==> src/esrsc_pkg.sv <==
// Shared types and constants for the remote emergency-stop safety controller.
// No dependencies; every other file refers to it by scoped names.
`default_nettype none
package esrsc_pkg;

   // Burst geometry
   localparam logic [2:0] HOP_CHANNELS    = 3'd4;
   localparam logic [1:0] GO_BURST_LENGTH = 2'd2;

   // Configuration register reset values
   localparam logic [15:0] DEBOUNCE_MS_RST      = 16'd25;
   localparam logic [15:0] STARTUP_GRACE_MS_RST = 16'd500;
   localparam logic [15:0] STOP_REPEAT_MS_RST   = 16'd30;
   localparam logic [15:0] GO_REPEAT_MS_RST     = 16'd60;
   localparam logic [15:0] HEARTBEAT_MS_RST     = 16'd200;
   localparam logic [15:0] BATT_CRIT_MV_RST     = 16'd10500;

   // Configuration register indexes
   typedef enum logic [2:0] {
      REG_DEBOUNCE_MS      = 3'd0,
      REG_STARTUP_GRACE_MS = 3'd1,
      REG_STOP_REPEAT_MS   = 3'd2,
      REG_GO_REPEAT_MS     = 3'd3,
      REG_HEARTBEAT_MS     = 3'd4,
      REG_BATT_CRIT_MV     = 3'd5
   } csr_index_type;

   // Safety mode
   typedef enum logic [1:0] {
      MODE_STARTUP = 2'd0,
      MODE_READY   = 2'd1,
      MODE_LATCHED = 2'd2
   } mode_type;

   // Command kind
   typedef enum logic [1:0] {
      CMD_NONE = 2'd0,
      CMD_STOP = 2'd1,
      CMD_GO   = 2'd2
   } cmd_kind_type;

   typedef struct packed {
      logic [15:0] debounce_ms;
      logic [15:0] startup_grace_ms;
      logic [15:0] stop_repeat_ms;
      logic [15:0] go_repeat_ms;
      logic [15:0] heartbeat_period_ms;
      logic [15:0] battery_critical_mv;
   } cfg_type;

   typedef struct packed {
      logic [31:0] now_ms;
      logic        go_raw;
      logic        stop_raw;
      logic [15:0] supply_mv;
      logic        battery_valid;
      logic        link_ok;
      logic [1:0]  hop_channel;
   } req_type;

   typedef struct packed {
      logic [1:0]  cmd_kind;
      logic        cmd_retransmit;
      logic [1:0]  cmd_channel;
      logic        heartbeat_due;
      logic        heartbeat_is_hello;
      logic [1:0]  safety_mode;
      logic        go_debounced;
      logic [31:0] command_count;
   } rsp_type;

   // Controller state carried from tick to tick
   typedef struct packed {
      logic        started;
      logic [31:0] start_time;
      logic [31:0] go_change_time;
      logic        go_stable;
      logic        go_previous;
      logic        startup_checked;
      mode_type    mode;
      logic [31:0] command_count;
      logic [2:0]  stop_burst_left;
      logic [1:0]  go_burst_left;
      logic [31:0] next_burst_time;
      logic [31:0] last_heartbeat_time;
   } state_type;

endpackage
`default_nettype wire

==> src/estop_remote_safety_controller_core.sv <==
// Usage
//   Remote emergency-stop safety controller. Each transaction on the req_
//   channel is one tick of the remote unit (time, raw GO/STOP, battery, link,
//   hop channel); each tick yields exactly one rsp_ transaction carrying the
//   command sent, heartbeat flags, safety mode, debounced GO and command count.
//   Transactions are taken when valid is high and stall is low.
//   A tick passes through the input register and then the result register
//   on its way from req to rsp.
//   Throughput: one tick per cycle while rsp_stall is low; the whole tick is
//   evaluated combinationally between the input register and the result
//   register, and the state registers update as the result is captured.
//   When rsp_stall is high the result register holds; the input register still
//   takes one more tick, after which req_stall rises until the result leaves.
//   Reset (synchronous, active high) empties both registers, returns the
//   controller to startup stop with all timers and counters cleared, and
//   loads the configuration registers with their defaults.
//   The csr_ channel is always ready; write it only while no tick is in flight.
// Depends on esrsc_pkg, esrsc_csr and esrsc_tick.
`default_nettype none
module estop_remote_safety_controller_core (
   input  wire logic               clock,
   input  wire logic               reset,
   input  wire logic               req_valid,
   output logic                    req_stall,
   input  wire esrsc_pkg::req_type req_data,
   output logic                    rsp_valid,
   input  wire logic               rsp_stall,
   output esrsc_pkg::rsp_type      rsp_data,
   input  wire logic               csr_valid,
   output logic                    csr_ready,
   input  wire logic [2:0]         csr_index,
   input  wire logic [15:0]        csr_wdata
);

   esrsc_pkg::cfg_type   cfg;
   esrsc_pkg::state_type state_ff;
   esrsc_pkg::state_type state_in;
   esrsc_pkg::req_type   req_ff;
   esrsc_pkg::rsp_type   rsp_ff;
   esrsc_pkg::rsp_type   rsp_in;
   logic                 in_valid_ff;
   logic                 rsp_valid_ff;
   logic                 advance;
   logic                 load_in;

   esrsc_csr u_csr (
      .clock     (clock),
      .reset     (reset),
      .csr_valid (csr_valid),
      .csr_ready (csr_ready),
      .csr_index (csr_index),
      .csr_wdata (csr_wdata),
      .cfg       (cfg)
   );

   esrsc_tick u_tick (
      .cfg     (cfg),
      .req     (req_ff),
      .st      (state_ff),
      .st_next (state_in),
      .rsp     (rsp_in)
   );

   // Move a tick into the result register when it is empty or being drained
   assign advance   = in_valid_ff && (!rsp_valid_ff || !rsp_stall);
   assign load_in   = !in_valid_ff || advance;
   assign req_stall = !load_in;
   assign rsp_valid = rsp_valid_ff;
   assign rsp_data  = rsp_ff;

   // Control and controller state
   always_ff @(posedge clock) begin
      if (reset) begin
         in_valid_ff                  <= 1'b0;
         rsp_valid_ff                 <= 1'b0;
         state_ff.started             <= 1'b0;
         state_ff.start_time          <= 32'd0;
         state_ff.go_change_time      <= 32'd0;
         state_ff.go_stable           <= 1'b0;
         state_ff.go_previous         <= 1'b0;
         state_ff.startup_checked     <= 1'b0;
         state_ff.mode                <= esrsc_pkg::MODE_STARTUP;
         state_ff.command_count       <= 32'd0;
         state_ff.stop_burst_left     <= 3'd0;
         state_ff.go_burst_left       <= 2'd0;
         state_ff.next_burst_time     <= 32'd0;
         state_ff.last_heartbeat_time <= 32'd0;
      end else begin
         if (load_in) begin
            in_valid_ff <= req_valid;
         end
         if (advance) begin
            rsp_valid_ff <= 1'b1;
            state_ff     <= state_in;
         end else if (!rsp_stall) begin
            rsp_valid_ff <= 1'b0;
         end
      end
   end

   // Payload registers
   always_ff @(posedge clock) begin
      if (load_in && req_valid) begin
         req_ff <= req_data;
      end
      if (advance) begin
         rsp_ff <= rsp_in;
      end
   end

   // A latched stop never releases
   a_latch_holds: assert property (@(posedge clock) disable iff (reset)
      state_ff.mode == esrsc_pkg::MODE_LATCHED |=> state_ff.mode == esrsc_pkg::MODE_LATCHED)
      else $error("latched stop was released");

   // No GO burst survives a latched stop
   a_no_go_when_latched: assert property (@(posedge clock) disable iff (reset)
      state_ff.mode == esrsc_pkg::MODE_LATCHED |-> state_ff.go_burst_left == 2'd0)
      else $error("GO burst pending while stop latched");

   // STOP burst never exceeds one command per hop channel
   a_stop_burst_bound: assert property (@(posedge clock) disable iff (reset)
      state_ff.stop_burst_left <= esrsc_pkg::HOP_CHANNELS)
      else $error("STOP burst count out of range");

   // A STOP command is only reported with the stop latched
   a_stop_cmd_mode: assert property (@(posedge clock) disable iff (reset)
      rsp_valid_ff && rsp_ff.cmd_kind == esrsc_pkg::CMD_STOP |->
         rsp_ff.safety_mode == esrsc_pkg::MODE_LATCHED)
      else $error("STOP command outside latched mode");

   // Full pipeline with a stalled result must back-pressure the input
   a_backpressure: assert property (@(posedge clock) disable iff (reset)
      in_valid_ff && rsp_valid_ff && rsp_stall |-> req_stall)
      else $error("input accepted while pipeline full");

endmodule
`default_nettype wire

==> src/esrsc_csr.sv <==
// Configuration register file for the safety controller.
// Depends on esrsc_pkg for the register indexes and reset values.
`default_nettype none
module esrsc_csr (
   input  wire logic                    clock,
   input  wire logic                    reset,
   input  wire logic                    csr_valid,
   output logic                         csr_ready,
   input  wire logic [2:0]              csr_index,
   input  wire logic [15:0]             csr_wdata,
   output esrsc_pkg::cfg_type           cfg
);

   esrsc_pkg::cfg_type cfg_ff;
   esrsc_pkg::cfg_type cfg_in;

   assign csr_ready = 1'b1;
   assign cfg       = cfg_ff;

   // Decode the write; ignore indexes past the last register
   always_comb begin
      cfg_in = cfg_ff;
      if (csr_valid && csr_ready) begin
         unique case (esrsc_pkg::csr_index_type'(csr_index))
            esrsc_pkg::REG_DEBOUNCE_MS:      cfg_in.debounce_ms         = csr_wdata;
            esrsc_pkg::REG_STARTUP_GRACE_MS: cfg_in.startup_grace_ms    = csr_wdata;
            esrsc_pkg::REG_STOP_REPEAT_MS:   cfg_in.stop_repeat_ms      = csr_wdata;
            esrsc_pkg::REG_GO_REPEAT_MS:     cfg_in.go_repeat_ms        = csr_wdata;
            esrsc_pkg::REG_HEARTBEAT_MS:     cfg_in.heartbeat_period_ms = csr_wdata;
            esrsc_pkg::REG_BATT_CRIT_MV:     cfg_in.battery_critical_mv = csr_wdata;
            default: begin
            end
         endcase
      end
   end

   always_ff @(posedge clock) begin
      if (reset) begin
         cfg_ff.debounce_ms         <= esrsc_pkg::DEBOUNCE_MS_RST;
         cfg_ff.startup_grace_ms    <= esrsc_pkg::STARTUP_GRACE_MS_RST;
         cfg_ff.stop_repeat_ms      <= esrsc_pkg::STOP_REPEAT_MS_RST;
         cfg_ff.go_repeat_ms        <= esrsc_pkg::GO_REPEAT_MS_RST;
         cfg_ff.heartbeat_period_ms <= esrsc_pkg::HEARTBEAT_MS_RST;
         cfg_ff.battery_critical_mv <= esrsc_pkg::BATT_CRIT_MV_RST;
      end else begin
         cfg_ff <= cfg_in;
      end
   end

endmodule
`default_nettype wire

==> src/esrsc_tick.sv <==
// Combinational evaluation of one tick: next controller state and the result.
// Depends on esrsc_pkg for the state, configuration and payload types.
`default_nettype none
module esrsc_tick (
   input  wire esrsc_pkg::cfg_type   cfg,
   input  wire esrsc_pkg::req_type   req,
   input  wire esrsc_pkg::state_type st,
   output esrsc_pkg::state_type      st_next,
   output esrsc_pkg::rsp_type        rsp
);

   logic                first_tick;
   logic [31:0]         start_t;
   logic [31:0]         go_change_t;
   logic [31:0]         last_hb_t;
   logic [31:0]         go_elapsed;
   logic [31:0]         start_elapsed;
   logic [31:0]         hb_elapsed;
   logic [31:0]         burst_elapsed;
   logic                debounce_passed;
   logic                go_stable_n;
   logic                rising;
   logic                critical;
   logic                stop_hit;
   logic                checked_n;
   esrsc_pkg::mode_type mode_n;
   logic                stop_start;
   logic                go_start;
   logic [2:0]          stop_left_mid;
   logic [1:0]          go_left_mid;
   logic [31:0]         next_burst_mid;
   logic                burst_due;
   logic                send_stop;
   logic                send_go;
   logic                hb_due;
   logic [2:0]          go_chan_wide;

   // Latch the time base on the very first tick
   assign first_tick  = !st.started;
   assign start_t     = first_tick ? req.now_ms : st.start_time;
   assign go_change_t = first_tick ? req.now_ms : st.go_change_time;
   assign last_hb_t   = first_tick ? (req.now_ms - {16'd0, cfg.heartbeat_period_ms})
                                   : st.last_heartbeat_time;

   // Debounce GO and detect its rising edge
   assign go_elapsed      = req.now_ms - go_change_t;
   assign debounce_passed = go_elapsed >= {16'd0, cfg.debounce_ms};
   assign go_stable_n     = (req.go_raw != st.go_stable && debounce_passed) ? req.go_raw
                                                                            : st.go_stable;
   assign rising          = go_stable_n && !st.go_previous;

   // Stop conditions and startup self-check
   assign critical      = !req.battery_valid || (req.supply_mv < cfg.battery_critical_mv);
   assign start_elapsed = req.now_ms - start_t;
   assign stop_hit      = req.stop_raw ||
                          (critical && (st.mode != esrsc_pkg::MODE_STARTUP ||
                                        start_elapsed >= {16'd0, cfg.startup_grace_ms}));
   assign checked_n     = st.startup_checked ||
                          (!stop_hit && start_elapsed >= {16'd0, cfg.debounce_ms});

   // Safety mode next state
   always_comb begin
      unique case (st.mode)
         esrsc_pkg::MODE_STARTUP: begin
            if (stop_hit) begin
               mode_n = esrsc_pkg::MODE_LATCHED;
            end else if (checked_n && req.battery_valid && !critical) begin
               mode_n = esrsc_pkg::MODE_READY;
            end else begin
               mode_n = esrsc_pkg::MODE_STARTUP;
            end
         end
         esrsc_pkg::MODE_READY: begin
            mode_n = stop_hit ? esrsc_pkg::MODE_LATCHED : esrsc_pkg::MODE_READY;
         end
         esrsc_pkg::MODE_LATCHED: mode_n = esrsc_pkg::MODE_LATCHED;
         default:                 mode_n = esrsc_pkg::MODE_LATCHED;
      endcase
   end

   // Start bursts: a new stop latch arms STOP, a ready GO edge with link arms GO
   assign stop_start     = stop_hit && (st.mode != esrsc_pkg::MODE_LATCHED);
   assign go_start       = rising && (mode_n == esrsc_pkg::MODE_READY) && req.link_ok;
   assign stop_left_mid  = stop_start ? esrsc_pkg::HOP_CHANNELS : st.stop_burst_left;
   assign go_left_mid    = stop_hit ? 2'd0 :
                           (go_start ? esrsc_pkg::GO_BURST_LENGTH : st.go_burst_left);
   assign next_burst_mid = (stop_start || go_start) ? req.now_ms : st.next_burst_time;

   // Pick one burst command; STOP wins
   assign burst_elapsed = req.now_ms - next_burst_mid;
   assign burst_due     = !burst_elapsed[31];
   assign send_stop     = (stop_left_mid != 3'd0) && burst_due;
   assign send_go       = !send_stop && (go_left_mid != 2'd0) && burst_due;
   assign go_chan_wide  = {1'b0, req.hop_channel} % esrsc_pkg::HOP_CHANNELS;

   // Heartbeat timer
   assign hb_elapsed = req.now_ms - last_hb_t;
   assign hb_due     = hb_elapsed >= {16'd0, cfg.heartbeat_period_ms};

   // Advance state
   always_comb begin
      st_next.started             = 1'b1;
      st_next.start_time          = start_t;
      st_next.go_change_time      = (req.go_raw == st.go_stable || debounce_passed)
                                    ? req.now_ms : go_change_t;
      st_next.go_stable           = go_stable_n;
      st_next.go_previous         = go_stable_n;
      st_next.startup_checked     = checked_n;
      st_next.mode                = mode_n;
      st_next.command_count       = st.command_count + {31'd0, (stop_start || go_start)};
      st_next.stop_burst_left     = send_stop ? (stop_left_mid - 3'd1) : stop_left_mid;
      st_next.go_burst_left       = send_go ? (go_left_mid - 2'd1) : go_left_mid;
      st_next.next_burst_time     = send_stop ? (req.now_ms + {16'd0, cfg.stop_repeat_ms}) :
                                    send_go   ? (req.now_ms + {16'd0, cfg.go_repeat_ms}) :
                                                next_burst_mid;
      st_next.last_heartbeat_time = hb_due ? req.now_ms : last_hb_t;
   end

   // Build the result transaction
   always_comb begin
      rsp.cmd_kind       = esrsc_pkg::CMD_NONE;
      rsp.cmd_retransmit = 1'b0;
      rsp.cmd_channel    = 2'd0;
      if (send_stop) begin
         rsp.cmd_kind       = esrsc_pkg::CMD_STOP;
         rsp.cmd_retransmit = stop_left_mid != esrsc_pkg::HOP_CHANNELS;
         rsp.cmd_channel    = 2'(esrsc_pkg::HOP_CHANNELS - stop_left_mid);
      end else if (send_go) begin
         rsp.cmd_kind       = esrsc_pkg::CMD_GO;
         rsp.cmd_retransmit = go_left_mid != esrsc_pkg::GO_BURST_LENGTH;
         rsp.cmd_channel    = go_chan_wide[1:0];
      end
      rsp.heartbeat_due      = hb_due;
      rsp.heartbeat_is_hello = hb_due && !req.link_ok;
      rsp.safety_mode        = mode_n;
      rsp.go_debounced       = go_stable_n;
      rsp.command_count      = st_next.command_count;
   end

endmodule
`default_nettype wire

==> config.mk <==
export PLATFORM = sky130hd
export DESIGN_NAME = estop_remote_safety_controller_core
export DESIGN_NICKNAME = d
export VERILOG_FILES = /design/src/esrsc_pkg.sv /design/src/estop_remote_safety_controller_core.sv /design/src/esrsc_csr.sv /design/src/esrsc_tick.sv
export SDC_FILE = /design/constraint.sdc
export NUM_CORES = 1
export LEC_CHECK = 0
export ABC_AREA = 1
export BUFFER_PORTS_ARGS = -buffer_cell sky130_fd_sc_hd__buf_2
export CORE_MARGIN = 3
export CORE_UTILIZATION = 40
export CTS_CLUSTER_DIAMETER = 50
export DETAILED_ROUTE_END_ITERATION = 8
export PLACE_DENSITY_LB_ADDON = 0.1
export SYNTH_ARGS = -nofsm -noshare
export SYNTH_HDL_FRONTEND = slang
export SYNTH_SLANG_ARGS = --single-unit
export TNS_END_PERCENT = 100
==> constraint.sdc <==
create_clock -name clock -period 16.7 [get_ports clock]
set_input_delay 0.835 -clock clock [delete_from_list [all_inputs] [get_ports clock]]
set_output_delay 0.835 -clock clock [all_outputs]
set_load 0.01 [all_outputs]
==> Word level (Yosys, flattened, before mapping) <==
Index checks and enable logic that the tools add are counted.
{ "classes": {"add_sub_neg": 11, "multipliers": 0, "div_mod_pow": 0, "magnitude_cmp": 5, "n_eq_ne": 13, "shift": 0, "muxes": 22, "n_bitwise": 0, "n_reduce_logical": 45} }
{ "op_table": {"columns": ["operator", "n"], "rows": [
  ["two-way mux 32 bit", 8],
  ["greater-or-equal comparator 32 x 16 -> 1 bit", 4],
  ["subtractor 32 bit", 4],
  ["adder 32 x 16 -> 32 bit", 2],
  ["adder 32 x 1 -> 32 bit", 1],
  ["subtractor 32 x 16 -> 32 bit", 1],
  ["< comparator 16 bit", 1],
  ["logical AND 1 bit", 15],
  ["AND reduction 2 bit", 6],
  ["zero test 1 bit", 11],
  ["two-way mux 2 bit", 5],
  ["two-way mux 3 bit", 3],
  ["logical OR 1 bit", 8],
  ["== test 3 x 2 -> 1 bit, second input constant", 2],
  ["== test 3 bit, second input constant", 2],
  ["two-way mux 5 bit", 1],
  ["== test 2 x 1 -> 1 bit, second input constant", 2],
  ["two-way mux 1 bit", 4],
  ["inequality test 2 bit, second input constant", 2],
  ["one-hot mux 2 bit (2 select lines)", 1],
  ["nonzero test 2 bit", 2],
  ["== test 3 x 1 -> 1 bit, second input constant", 1],
  ["zero test 3 bit", 1],
  ["inequality test 3 bit, second input constant", 1],
  ["other kinds (8)", 8]
]} }
{ "totals": {"regBits": 364, "latch_bits": 0, "ram_bits": 0, "rom_bits": 0, "input_bits": 78, "out_inout_bits": 45, "word_cells": 130, "mem_count": 0} }

==> Depth between registers and ports, before layout <==
{ "depth": {"ltp_word": 27, "mapped_depth": 55, "ltp_nobuf": 51} }

==> Cells and area by module <==
From an unflattened synthesis, not the netlist that was laid out.
{ "hier_totals": {"cells_unflattened": 4564, "area_unflattened_um2": 29819.8} }
{ "by_module_without_submodules": {"columns": ["module", "n_inst", "cells_each", "area_each_um2", "seq_area_each_um2"], "rows": [
  ["esrsc_tick", 1, 2804, 15499.9, 0.0],
  ["estop_remote_safety_controller_core", 1, 1228, 10551.4, 6346.1],
  ["esrsc_csr", 1, 532, 3768.6, 1921.8]
]} }

==> Least setup slack after synthesis <==
Ideal clock, no wire load.
{ "synth_path": {"path_type": "register to register", "from": "register state_ff[170] (netlist bit)", "to": "register rsp_ff, in the netlist rsp_data[30], data pin", "setup_ps": 271, "arrival_time_ps": 7129, "t_required_ps": 16429, "path_slack_ps": 9300, "path_stages_with_launch": 48, "path_buffers": 6, "synth_period_minus_slack_ps": 7400, "path_cell_list": "dfxtp_1 -> clkbuf_1 -> clkbuf_1 -> buf_1 -> clkbuf_1 -> a21oi_1 -> ha_1 -> nand2_1 -> nand2_1 -> inv_2 -> nand2_2 -> nand2_1 -> nand2_2 -> nand2_1 -> nand2_1 -> xor2_1 -> ha_1 -> a2111oi_0 -> (+12 left out) -> ha_1 -> ha_1 -> nand3_1 -> nor2_1 -> inv_1 -> nor2_1 -> and3_1 -> inv_1 -> nor4_2 -> nand3_1 -> nor3_1 -> nand3_1 -> nor3_1 -> nand3_1 -> nor3_2 -> nand3_1 -> nor3_1 -> xor2_1"} }
{ "synth_lines": {"columns": ["item", "line_no", "rtl"], "rows": [
  ["start: declaration", "estop_remote_safety_controller_core.sv:36", "esrsc_pkg::state_type state_ff;"],
  ["start signal: assignment", "estop_remote_safety_controller_core.sv:94", "state_ff <= state_in;"],
  ["end signal: assignment", "estop_remote_safety_controller_core.sv:107", "rsp_ff <= rsp_in;"],
  ["end: declaration", "estop_remote_safety_controller_core.sv:39", "esrsc_pkg::rsp_type rsp_ff;"]
]} }

==> results.toml <==
[route]
dr.pass1.iters = 5
drt_iter0_drc = 1906
vias = 25667
viasPerCell = 5.289
wirelength_mm = 88.06
ant_nets = 0
avgRoutedWirePerCell_um = 18.15
drc_errors = 0

[layout]
insertedDiodeCount = 0
areaGrowthSynthToFinish_pct = 12.73
utilization = 0.4598
fill_cells = 6873
fin_nets = 4278
drive_above_1_share = 0.09977
layout_commonest_cell = "nand2_1"
stdcell_area_um2 = 30550
layout_common_cells = "880 x nand2_1, 480 x inv_1, 412 x a21oi_1"

[synth]
synth_nets = 4189
synth_xor_area_frac = 0.05009
syn_area_um2 = 27100
synth_mux_area_frac = 0.001477
ys_types = 62
synth_seq_cells = 364
synth_top_family_by_area = "simple AND/OR/NAND/NOR gates"
ys_seq_area_frac = 0.3043
synthSimpleGateAreaFrac = 0.2354
syn_area_per_cell_um2 = 7.045
synthTopCellsByArea = "dfxtp_1 20%, nand2_1 12%, ha_1 12%"
synthCells = 3847
synth_top_area_cell = "dfxtp_1"
yosysWarningCount = 0
async_reset_ff_frac = 0
synth-compound-area-share = 0.1875
synth_fa_ha_area_frac = 0.1235
synth_ff_type = "dfxtp_1"
synth_top_area_share = 0.1980
synth-edff-count = 96

[power]
p_comb_frac = 0.287
peakVddDrop_uv = 115.5
p_leak_nw = 14.38
clkPwrFrac = 0.406
seq_power_share = 0.306
power_switching_mw = 1.148
switching_share = 0.3557
powerDensity_nw_per_um2 = 105.6
internal_power_mw = 2.079

[clocking]
ctsHoldBuffers = 0
cts.sinks = 364
cts_repair_resize_count = 0
cts_tree = "yes"
cts.clk_slew.worst_paths_ns = 0.06
cts_max_path_buffers = 3
clock_latency_ns = 0.65
post_cts_buffers = 0
root_buffer = "clkbuf_16"
htreeDepth = 2
cts-buffers-inserted = 61

[floorplanning]
pin_count = 123
dieWidth_um = 266.3
rows = 94
die-area_um2 = 70920
die_y_um = 266.3
core_um2 = 66450
initial_core_util = 0.4079

[setup_path]
cp.arrival_ns = 9.90
crit_slowest_cell = "nand2_2"
crit_path_end_kind = "register"
cp_data_required_time_ns = 17.27
critPathLaunchType = "register"
max_stage_delay_ns = 0.84
path_max_fanout = 67
critPathKind = "register to register"

[timing]
worst_slack_ns = 7.371
fin_crit_ns = 9.329
fmaxAchievable_mhz = 107.2
hold_violations = 0
period_share = 0.5586
slew_viol_final = 0
worst_pin_slew_ns = 1.147
max-slew-margin-rel = 0.2323
timing.setup.tns_ns = 0
setup_violations = 0
skew_ns = 0.03515
rsz0062_at_grt = "no"
fin_hold_ws_ns = 0.3533

[job]
cap_violations = 0

[placed_design]
dp_slack_ns = 7.578
dpl_cell_area_um2 = 28420
place.detailed.hpwl_mm = 66.22
gp_congestion = 0.9372
port_buffers = 121

[grt]
antenna_found_initial = 0
grt_max_degree = 92
grt_pass1_vias = 24161
grt_first_pass_wirelength_mm = 136.9
grt_overflow = 0
grt.total_usage = 0.2441

[hold_path]
hold_path_class = "input pin to register"

[status]
status = "complete, no violations"
## layer usage
layer  part of all wire  track usage  wire length, um
met1               0.50       0.3630            43880
met2               0.43       0.3787            37820
met3              0.054      0.02669             4713
met4              0.019      0.05557             1646
met5                  0            0                0
## cell families after synthesis
kind of cell | after synthesis
other | 1
XOR/XNOR | 155
AO/OA/AOI/OAI | 892
flip-flops | 364
adder cells (fa/ha/maj) | 264
AND/OR/NAND/NOR | 1521
multiplexers | 4
buffers and inverters | 646
## registers in the layout, indices dropped and copies added (netlist names)
| name | flops |
|---|---|
| in_valid_ff | 1 |
| u_csr.cfg | 96 |
| state_ff | 170 |
| rsp_valid | 1 |
| req_ff | 54 |
| rsp_data | 42 |
## worst max-delay path, delay by kind of cell, from the launching register on
kind	cells	cell delay, ns
flops	1	0.66
buf+inv	5	0.94
simple gates	26	4.70
compound gates	6	1.16
xor+xnor	2	0.58
fa+ha+maj	4	1.17
## final cells by class
| class | count | area [um^2] | area share |
|---|---|---|---|
| Tap cell | 864 | 1081 | 0.03538 |
| Timing Repair Buffer | 165 | 938.4 | 0.03071 |
| Clock buffer | 70 | 1592 | 0.05209 |
| Sequential cell | 364 | 8252 | 0.2701 |
| Clock inverter | 46 | 538.0 | 0.01761 |
| Multi-Input combinational cell | 2837 | 16240 | 0.5314 |
| Inverter | 507 | 1916 | 0.06270 |
## power groups by stage
stage	sequential (mW)	combinational [mW]	clock [mW]
4_1_cts	0.988	0.921	1.34
2_1_floorplan	1.00	0.676	0
5_1_grt	0.994	1.05	1.37
3_3_place_gp	1.01	0.915	0
3_5_place_dp	1.01	0.916	0
6_report	0.989	0.927	1.31
## stage by stage
| step | total power [mW] | std cells |
|---|---|---|
| 3_5_place_dp | 1.921 | 4737 |
| 5_1_grt | 3.414 | 4853 |
| 6_report | 3.228 | 4853 |
| 2_1_floorplan | 1.679 | 3847 |
| 3_3_place_gp | 1.921 | 4737 |
| 4_1_cts | 3.245 | 4853 |
## synth_stat cells, types with 16 or more instances
cell type,instances
a21o_1,19
a21oi_1,412
a21oi_2,29
clkbuf_1,94
dfxtp_1,268
edfxtp_1,96
ha_1,258
inv_1,483
inv_2,16
nand2_1,880
nand3_1,181
nand4_1,51
nor2_1,309
nor3_1,35
o211ai_1,53
o211ai_2,24
o21ai_0,281
o21ai_1,18
xnor2_1,30
xor2_1,125
## path summary, 6_finish.rpt
path / startpoint / endpoint / slack [ns] / cells after the start
setup reg to reg: state_ff[170] / state_ff[99] / 7.37 / 43
setup / recovery: state_ff[170] / state_ff[99] / 7.37 / 43
hold / removal: req_data[5] / req_ff[5] / 0.35 / 1
hold reg to reg: state_ff[23] / state_ff[23] / 0.46 / 2
No activity file was read; power rests on OpenSTA's default activity.
